### config.mk
export PLATFORM = sky130hd
export DESIGN_NAME = constellation_mapper_bpsk_qpsk_qam16_flat
export DESIGN_NICKNAME = d
export VERILOG_FILES = /design/src/sv/cmap_pkg.sv /design/src/sv/cmap_if.sv /design/src/sv/cmap_slicer.sv /design/src/sv/constellation_mapper_bpsk_qpsk_qam16.sv /design/src/flat_wrapper.sv
export SDC_FILE = /design/constraint.sdc
export NUM_CORES = 1
export LEC_CHECK = 0
export BUFFER_PORTS_ARGS = -buffer_cell sky130_fd_sc_hd__buf_2
export CAP_MARGIN = 30
export CORE_ASPECT_RATIO = 1.5
export CORE_MARGIN = 2
export CORE_UTILIZATION = 45
export CTS_CLUSTER_SIZE = 28
export DETAILED_ROUTE_END_ITERATION = 8
export GPL_TIMING_DRIVEN = 0
export HOLD_SLACK_MARGIN = 0.03
export PLACE_DENSITY = 0.86
export RECOVER_POWER = 25
export SYNTH_ARGS = -nofsm -noshare
export SYNTH_HDL_FRONTEND = slang
export SYNTH_SLANG_ARGS = --single-unit
### constraint.sdc
create_clock -name clk -period 1.61 [get_ports clk]
set_input_delay 0.2415 -clock clk [delete_from_list [all_inputs] [get_ports clk]]
set_output_delay 0.2415 -clock clk [all_outputs]
set_load 0.03 [all_outputs]
### src/sv/cmap_pkg.sv
// Shared types and constants for the constellation mapper.
`timescale 1ns / 1ps

package cmap_pkg;

  // Modulation codes held in the mode register
  typedef logic [1:0] mode_t;
  localparam mode_t MODE_BPSK  = 2'd0;
  localparam mode_t MODE_QPSK  = 2'd1;
  localparam mode_t MODE_QAM16 = 2'd2;
  localparam mode_t MODE_SAT   = 2'd3;

  // Field widths
  localparam int unsigned DATA_W  = 8;
  localparam int unsigned NBITS_W = 4;
  localparam int unsigned IQ_W    = 16;

  // Largest meaningful bit count; larger counts clamp to it
  localparam logic [NBITS_W-1:0] NBITS_MAX = 4'd8;

  // Q2.14 amplitude levels
  localparam logic signed [IQ_W-1:0] Q_ZERO      = 16'sd0;
  localparam logic signed [IQ_W-1:0] Q_ONE       = 16'sd16384;
  localparam logic signed [IQ_W-1:0] Q_THIRD     = 16'sd5461;
  localparam logic signed [IQ_W-1:0] Q_NEG_ONE   = -16'sd16384;
  localparam logic signed [IQ_W-1:0] Q_NEG_THIRD = -16'sd5461;

  typedef struct packed {
    logic signed [IQ_W-1:0] i_value;
    logic signed [IQ_W-1:0] q_value;
  } point_t;

endpackage

### src/sv/cmap_if.sv
// Handshake interfaces for the mapper input, result and mode register channels.
`timescale 1ns / 1ps

interface cmap_in_if;
  logic                            valid;
  logic                            ready;
  logic [cmap_pkg::DATA_W-1:0]     data_byte;
  logic [cmap_pkg::NBITS_W-1:0]    bits_valid;

  modport source (output valid, output data_byte, output bits_valid, input ready);
  modport sink   (input valid, input data_byte, input bits_valid, output ready);
endinterface

interface cmap_out_if;
  logic                              valid;
  logic                              ready;
  logic signed [cmap_pkg::IQ_W-1:0]  i_value;
  logic signed [cmap_pkg::IQ_W-1:0]  q_value;
  logic                              last_of_byte;

  modport source (output valid, output i_value, output q_value, output last_of_byte,
                  input ready);
  modport sink   (input valid, input i_value, input q_value, input last_of_byte,
                  output ready);
endinterface

interface cmap_cfg_if;
  logic                 valid;
  logic                 ready;
  cmap_pkg::mode_t      data;

  modport source (output valid, output data, input ready);
  modport sink   (input valid, input data, output ready);
endinterface

### src/sv/cmap_slicer.sv
// Symbol table: maps one group of bits to an I/Q point for the current mode.
`timescale 1ns / 1ps

module cmap_slicer (
  input  cmap_pkg::mode_t   mode,
  input  logic [3:0]        group,
  output cmap_pkg::point_t  point
);

  always_comb begin
    point.i_value = cmap_pkg::Q_ZERO;
    point.q_value = cmap_pkg::Q_ZERO;
    unique case (mode)
      cmap_pkg::MODE_BPSK: begin
        point.i_value = group[0] ? cmap_pkg::Q_ONE : cmap_pkg::Q_NEG_ONE;
      end
      cmap_pkg::MODE_QPSK: begin
        case (group[1:0])
          2'd0:    point.q_value = cmap_pkg::Q_ONE;
          2'd1:    point.i_value = cmap_pkg::Q_ONE;
          2'd2:    point.q_value = cmap_pkg::Q_NEG_ONE;
          default: point.i_value = cmap_pkg::Q_NEG_ONE;
        endcase
      end
      default: begin
        // 16-QAM: low pair picks I, high pair picks Q
        case (group[1:0])
          2'd0:    point.i_value = cmap_pkg::Q_NEG_ONE;
          2'd1:    point.i_value = cmap_pkg::Q_NEG_THIRD;
          2'd2:    point.i_value = cmap_pkg::Q_ONE;
          default: point.i_value = cmap_pkg::Q_THIRD;
        endcase
        case (group[3:2])
          2'd0:    point.q_value = cmap_pkg::Q_ONE;
          2'd1:    point.q_value = cmap_pkg::Q_THIRD;
          2'd2:    point.q_value = cmap_pkg::Q_NEG_ONE;
          default: point.q_value = cmap_pkg::Q_NEG_THIRD;
        endcase
      end
    endcase
  end

endmodule

### src/sv/constellation_mapper_bpsk_qpsk_qam16.sv
// Top level of the BPSK / QPSK / 16-QAM constellation mapper.
//
//   channel  | dir | payload                              | request
//   ---------+-----+--------------------------------------+-------------------------
//   in_ch    | in  | data_byte[7:0], bits_valid[3:0]      | one byte of packed bits
//   out_ch   | out | i_value[15:0], q_value[15:0], last   | one constellation point
//   cfg_ch   | in  | data[1:0] (mode)                     | one mode register write
//
// A byte sits in the hold register and yields one point per cycle unless the output
// stalls, clamped bits_valid / group width points in all; hold_cnt_r counts them.
// A new byte is taken in the cycle its final point moves to the output register.
// Synchronous active-low reset clears the mode to BPSK and empties both stages.
// A stalled output holds its point and freezes the hold register behind it.
`timescale 1ns / 1ps

module constellation_mapper_bpsk_qpsk_qam16 (
  input  logic         clk,
  input  logic         rst_n,
  cmap_in_if.sink      in_ch,
  cmap_out_if.source   out_ch,
  cmap_cfg_if.sink     cfg_ch
);

  // Mode register; a write of the unused code saturates to 16-QAM
  cmap_pkg::mode_t mode_r;
  cmap_pkg::mode_t mode_nxt;

  assign cfg_ch.ready = 1'b1;
  assign mode_nxt = (cfg_ch.data == cmap_pkg::MODE_SAT) ? cmap_pkg::MODE_QAM16 : cfg_ch.data;

  always_ff @(posedge clk) begin
    if (!rst_n) begin
      mode_r <= cmap_pkg::MODE_BPSK;
    end else if (cfg_ch.valid && cfg_ch.ready) begin
      mode_r <= mode_nxt;
    end
  end

  // Hold register: remaining bits of the current byte and how many points are left
  logic                             hold_vld_r;
  logic [cmap_pkg::DATA_W-1:0]      hold_data_r;
  logic [cmap_pkg::NBITS_W-1:0]     hold_cnt_r;
  logic [cmap_pkg::DATA_W-1:0]      hold_data_nxt;

  // Output register
  logic                             out_vld_r;
  cmap_pkg::point_t                 out_pt_r;
  logic                             out_last_r;

  logic                             advance;
  logic                             last_sym;
  logic                             accept;
  logic [cmap_pkg::NBITS_W-1:0]     nbits_sat;
  logic [cmap_pkg::NBITS_W-1:0]     sym_count;
  cmap_pkg::point_t                 point;

  // Clamp the bit count, then divide by the group width
  assign nbits_sat = (in_ch.bits_valid > cmap_pkg::NBITS_MAX) ? cmap_pkg::NBITS_MAX
                                                              : in_ch.bits_valid;

  always_comb begin
    unique case (mode_r)
      cmap_pkg::MODE_BPSK: begin
        sym_count     = nbits_sat;
        hold_data_nxt = hold_data_r >> 1;
      end
      cmap_pkg::MODE_QPSK: begin
        sym_count     = nbits_sat >> 1;
        hold_data_nxt = hold_data_r >> 2;
      end
      default: begin
        sym_count     = nbits_sat >> 2;
        hold_data_nxt = hold_data_r >> 4;
      end
    endcase
  end

  // Move a point forward when the output slot is free or being emptied
  assign advance  = hold_vld_r && (!out_vld_r || out_ch.ready);
  assign last_sym = (hold_cnt_r == 4'd1);
  assign in_ch.ready = !hold_vld_r || (advance && last_sym);
  assign accept   = in_ch.valid && in_ch.ready;

  cmap_slicer u_slicer (
    .mode  (mode_r),
    .group (hold_data_r[3:0]),
    .point (point)
  );

  always_ff @(posedge clk) begin
    if (!rst_n) begin
      hold_vld_r <= 1'b0;
    end else if (accept) begin
      // A byte too short for one group yields nothing: drop it
      hold_vld_r <= (sym_count != '0);
    end else if (advance && last_sym) begin
      hold_vld_r <= 1'b0;
    end
  end

  always_ff @(posedge clk) begin
    if (accept) begin
      hold_data_r <= in_ch.data_byte;
      hold_cnt_r  <= sym_count;
    end else if (advance) begin
      hold_data_r <= hold_data_nxt;
      hold_cnt_r  <= hold_cnt_r - 4'd1;
    end
  end

  always_ff @(posedge clk) begin
    if (!rst_n) begin
      out_vld_r <= 1'b0;
    end else if (advance) begin
      out_vld_r <= 1'b1;
    end else if (out_ch.ready) begin
      out_vld_r <= 1'b0;
    end
  end

  always_ff @(posedge clk) begin
    if (advance) begin
      out_pt_r   <= point;
      out_last_r <= last_sym;
    end
  end

  assign out_ch.valid        = out_vld_r;
  assign out_ch.i_value      = out_pt_r.i_value;
  assign out_ch.q_value      = out_pt_r.q_value;
  assign out_ch.last_of_byte = out_last_r;

endmodule

### src/flat_wrapper.sv
// flat-port wrapper written by rule: the top's interface ports become plain ports
module constellation_mapper_bpsk_qpsk_qam16_flat 
  (clk, rst_n, in_ch_valid, in_ch_data_byte, in_ch_bits_valid, in_ch_ready, out_ch_valid, out_ch_i_value, out_ch_q_value, out_ch_last_of_byte, out_ch_ready, cfg_ch_valid, cfg_ch_data, cfg_ch_ready);
  cmap_in_if in_ch_i ();
  cmap_out_if out_ch_i ();
  cmap_cfg_if cfg_ch_i ();
  input  logic clk;
  input  logic rst_n;
  input wire logic [$bits(in_ch_i.valid)-1:0] in_ch_valid;
  input wire logic [$bits(in_ch_i.data_byte)-1:0] in_ch_data_byte;
  input wire logic [$bits(in_ch_i.bits_valid)-1:0] in_ch_bits_valid;
  output wire logic [$bits(in_ch_i.ready)-1:0] in_ch_ready;
  output wire logic [$bits(out_ch_i.valid)-1:0] out_ch_valid;
  output wire logic [$bits(out_ch_i.i_value)-1:0] out_ch_i_value;
  output wire logic [$bits(out_ch_i.q_value)-1:0] out_ch_q_value;
  output wire logic [$bits(out_ch_i.last_of_byte)-1:0] out_ch_last_of_byte;
  input wire logic [$bits(out_ch_i.ready)-1:0] out_ch_ready;
  input wire logic [$bits(cfg_ch_i.valid)-1:0] cfg_ch_valid;
  input wire logic [$bits(cfg_ch_i.data)-1:0] cfg_ch_data;
  output wire logic [$bits(cfg_ch_i.ready)-1:0] cfg_ch_ready;
  assign in_ch_i.valid = in_ch_valid;
  assign in_ch_i.data_byte = in_ch_data_byte;
  assign in_ch_i.bits_valid = in_ch_bits_valid;
  assign in_ch_ready = in_ch_i.ready;
  assign out_ch_valid = out_ch_i.valid;
  assign out_ch_i_value = out_ch_i.i_value;
  assign out_ch_q_value = out_ch_i.q_value;
  assign out_ch_last_of_byte = out_ch_i.last_of_byte;
  assign out_ch_i.ready = out_ch_ready;
  assign cfg_ch_i.valid = cfg_ch_valid;
  assign cfg_ch_i.data = cfg_ch_data;
  assign cfg_ch_ready = cfg_ch_i.ready;
  constellation_mapper_bpsk_qpsk_qam16 u_core (.clk(clk), .rst_n(rst_n), .in_ch(in_ch_i), .out_ch(out_ch_i), .cfg_ch(cfg_ch_i));
endmodule
==> impl_metrics.json <==
{
  "status": "finished with violations",
  "violations": "negative setup slack",
  "final_max_slew_viol_count": 0,
  "rr_worst_depth": 5,
  "grt_max_degree": 17,
  "diodes": 0,
  "synth_area_per_cell_um2": 10.31,
  "die-area_mm2": 0.003982,
  "gp_congestion": 0.7802,
  "synth_ff_type": "edfxtp_1",
  "fmax_ghz": 0.5889,
  "drt-wirelength-per-cell_um": 12.57,
  "slew_headroom": 0.6192,
  "grt_antenna_before_repair": 0,
  "synth_edf_count": 23,
  "cp_data_arrival_time_ps": 1460,
  "synth_area_mm2": 0.001568,
  "worstMarginPinSlew_ps": 571.2,
  "synthTopCellsByArea": "edfxtp_1, buf_4, dfxtp_1",
  "clockBufferDepth": 2,
  "via_count": 1280,
  "syn_inst": 152,
  "wirelength_um": 3280,
  "finalHoldViolCount": 0,
  "dieWidth_um": 52.20,
  "cts_buffers": 3,
  "die_h_um": 76.29,
  "p_leak_uw": 0.0009211,
  "synth-async-reset-ratio": 0,
  "grt_pass1_wl_um": 4788,
  "holdWs_ps": 210.7,
  "yosys-top-cells-count": "buf_4, edfxtp_1, nand2_1",
  "cap_viol_max_count": 0,
  "worst_ep_required_time_ps": 1370,
  "synth_cell_types": 35,
  "fin_crit_sh": 1.055,
  "crit_path_start_kind": "flip-flop",
  "whs_path_depth": 2,
  "final.setup.worst_slack_ps": -87.99,
  "grt_use_total": 0.1596,
  "cp_max_fo": 3,
  "cts_sinks": 27,
  "insertion_delay_ps": 280,
  "yosys.area.top_type": "edfxtp_1",
  "overflow": 0,
  "drive_gt1_frac": 0.4703,
  "grt_pass1_vias": 1161,
  "ys_ff_latch": 27,
  "drt_iter0_drc": 48,
  "place_hpwl_um": 2228,
  "ctsHoldBuffers": 0,
  "root_buffer": "clkbuf_8",
  "io_pins": 55,
  "yosysMostFrequentCell": "buf_4",
  "ir_drop_uv": 510.9,
  "cellPowerDensity_mw_per_mm2": 967.4,
  "nets": 241,
  "worst_setup_path_end_kind": "output port",
  "initial_utilization": 0.4634,
  "cts_tree": "yes",
  "design.core.area_mm2": 0.003383,
  "rsz0062_at_grt": "true",
  "seq_area_frac_synth": 0.4916,
  "drc": 0,
  "place.port_buffers": 53,
  "ys_warn_count": 0,
  "synth.top_cell.area_share": 0.4405,
  "synth_nets": 173,
  "dr.pass1.iters": 4,
  "drtAntennaViolNets": 0,
  "clk_pin_slew_ps": 90,
  "finalSetupViolations": 19,
  "area_growth_pct": 35.12,
  "setup_tns_ps": -626.1,
  "fin_crit_ps": 1698,
  "final.setup_skew_ps": 6.093,
  "critPathKind": "flip-flop to output port",
  "hp-class": "primary input to flip-flop",
  "viasPerCell": 4.904,
  "rows": 26,
  "htreeDepth": 1
}
layer usage:
layer  share of wire  global-route usage
met2            0.56              0.3114
met3           0.059             0.01176
met4           0.023             0.08974
met1            0.36              0.1508
met5               0                   0
worst max-delay path, cell delays in order, from the launching register on:
cell and delay (ps):
edfxtp_1 410, inv_2 100, ha_4 120, nor3b_4 220
nand2_1 110, nand2_2 80, buf_6 130
state kept, by name, summed over array words and instances (netlist names):
| name | cells |
|---|---|
| u_core.mode_r | 2 |
| u_core.hold_cnt_r | 4 |
| u_core.out_ch.valid | 1 |
| u_core.out_ch.last_of_byte | 1 |
| u_core.out_ch.i_value | 5 |
| u_core.out_ch.q_value | 5 |
| u_core.hold_data_r | 8 |
| u_core.hold_vld_r | 1 |
metrics by stage:
stage | cell area, um2 | cells | setup slack (ps) | total power (uW) | utilization
global placement | 1888 | 247 | -21.53 | 1493 | 0.5581
floorplan | 1570 | 152 | 50.56 | 1365 | -
CTS | 1978 | 254 | -64.62 | 1936 | 0.5847
global route | 2118 | 261 | -167.8 | 2139 | 0.6261
finish | 2118 | 261 | -87.99 | 2049 | 0.6261
detailed placement | 1888 | 247 | -40.83 | 1515 | 0.5581
report_power, final:
part	switching, uW	leakage, uW	internal, uW
Clock	223	0.0000217	176
Sequential	81.0	0.000259	882
Combinational	372	0.000641	315
worst paths after layout:
kind	from	to	slack, ps
setup / recovery	u_core.hold_cnt_r[1]	in_ch_ready	-90
hold / removal	rst_n	u_core.mode_r[0]	210
setup reg to reg	u_core.hold_cnt_r[0]	u_core.hold_cnt_r[2]	-80
hold reg to reg	u_core.hold_vld_r	u_core.out_ch.valid	510
cell families (layout without fill, tap and decap cells):
logic type	Yosys count	count (layout)	synth area share
flip-flops	27	27	0.4916
buffers and inverters	37	103	0.1620
AND/OR/NAND/NOR	47	48	0.1532
AO/OA/AOI/OAI	28	28	0.1125
multiplexers	8	8	0.05108
adder cells (fa/ha/maj)	2	2	0.01596
other	1	1	0.002392
XOR/XNOR	2	2	0.01118
cells in the final DEF, fill, tap and decap left out, types with 2 or more instances in the layout:
| master | synthesis | layout |
|---|---|---|
| buf_8 | 0 | 2 |
| inv_1 | 7 | 6 |
| buf_4 | 24 | 29 |
| o21ai_1 | 1 | 4 |
| buf_2 | 2 | 44 |
| a21boi_0 | 2 | 2 |
| nand2_2 | 0 | 4 |
| mux2i_1 | 8 | 8 |
| clkbuf_8 | 0 | 3 |
| clkbuf_1 | 1 | 11 |
| nor2_1 | 10 | 10 |
| clkbuf_16 | 0 | 2 |
| or2_4 | 0 | 2 |
| dfxtp_1 | 4 | 4 |
| a21oi_1 | 8 | 8 |
| nand2_1 | 16 | 12 |
| o21ai_0 | 9 | 3 |
| o31ai_2 | 1 | 2 |
| edfxtp_1 | 23 | 23 |
| and2_1 | 4 | 2 |
| buf_6 | 3 | 4 |
| o21ai_2 | 0 | 3 |
| and3_1 | 2 | 2 |
| nand2b_1 | 2 | 2 |
| nor2b_1 | 5 | 5 |
area by class of cell:
cell class / instances / area [um2]
Clock buffer: 3 / 41.29
Buffer: 30 / 236.5
Sequential cell: 27 / 770.7
Fill cell: 293 / 1265
Tap cell: 42 / 52.55
Clock inverter: 1 / 7.507
Timing Repair Buffer: 62 / 367.9
Inverter: 7 / 26.28
Multi-Input combinational cell: 89 / 615.6
timing repair:
action,4_1_cts,5_1_grt
pin swaps,3,4
setup buffers,3,4
cloned,0,3
endpoints found under the setup margin,25,24
hold endpoints to repair,0,0
resized for setup,5,22
(Power assumes the default switching activity.)
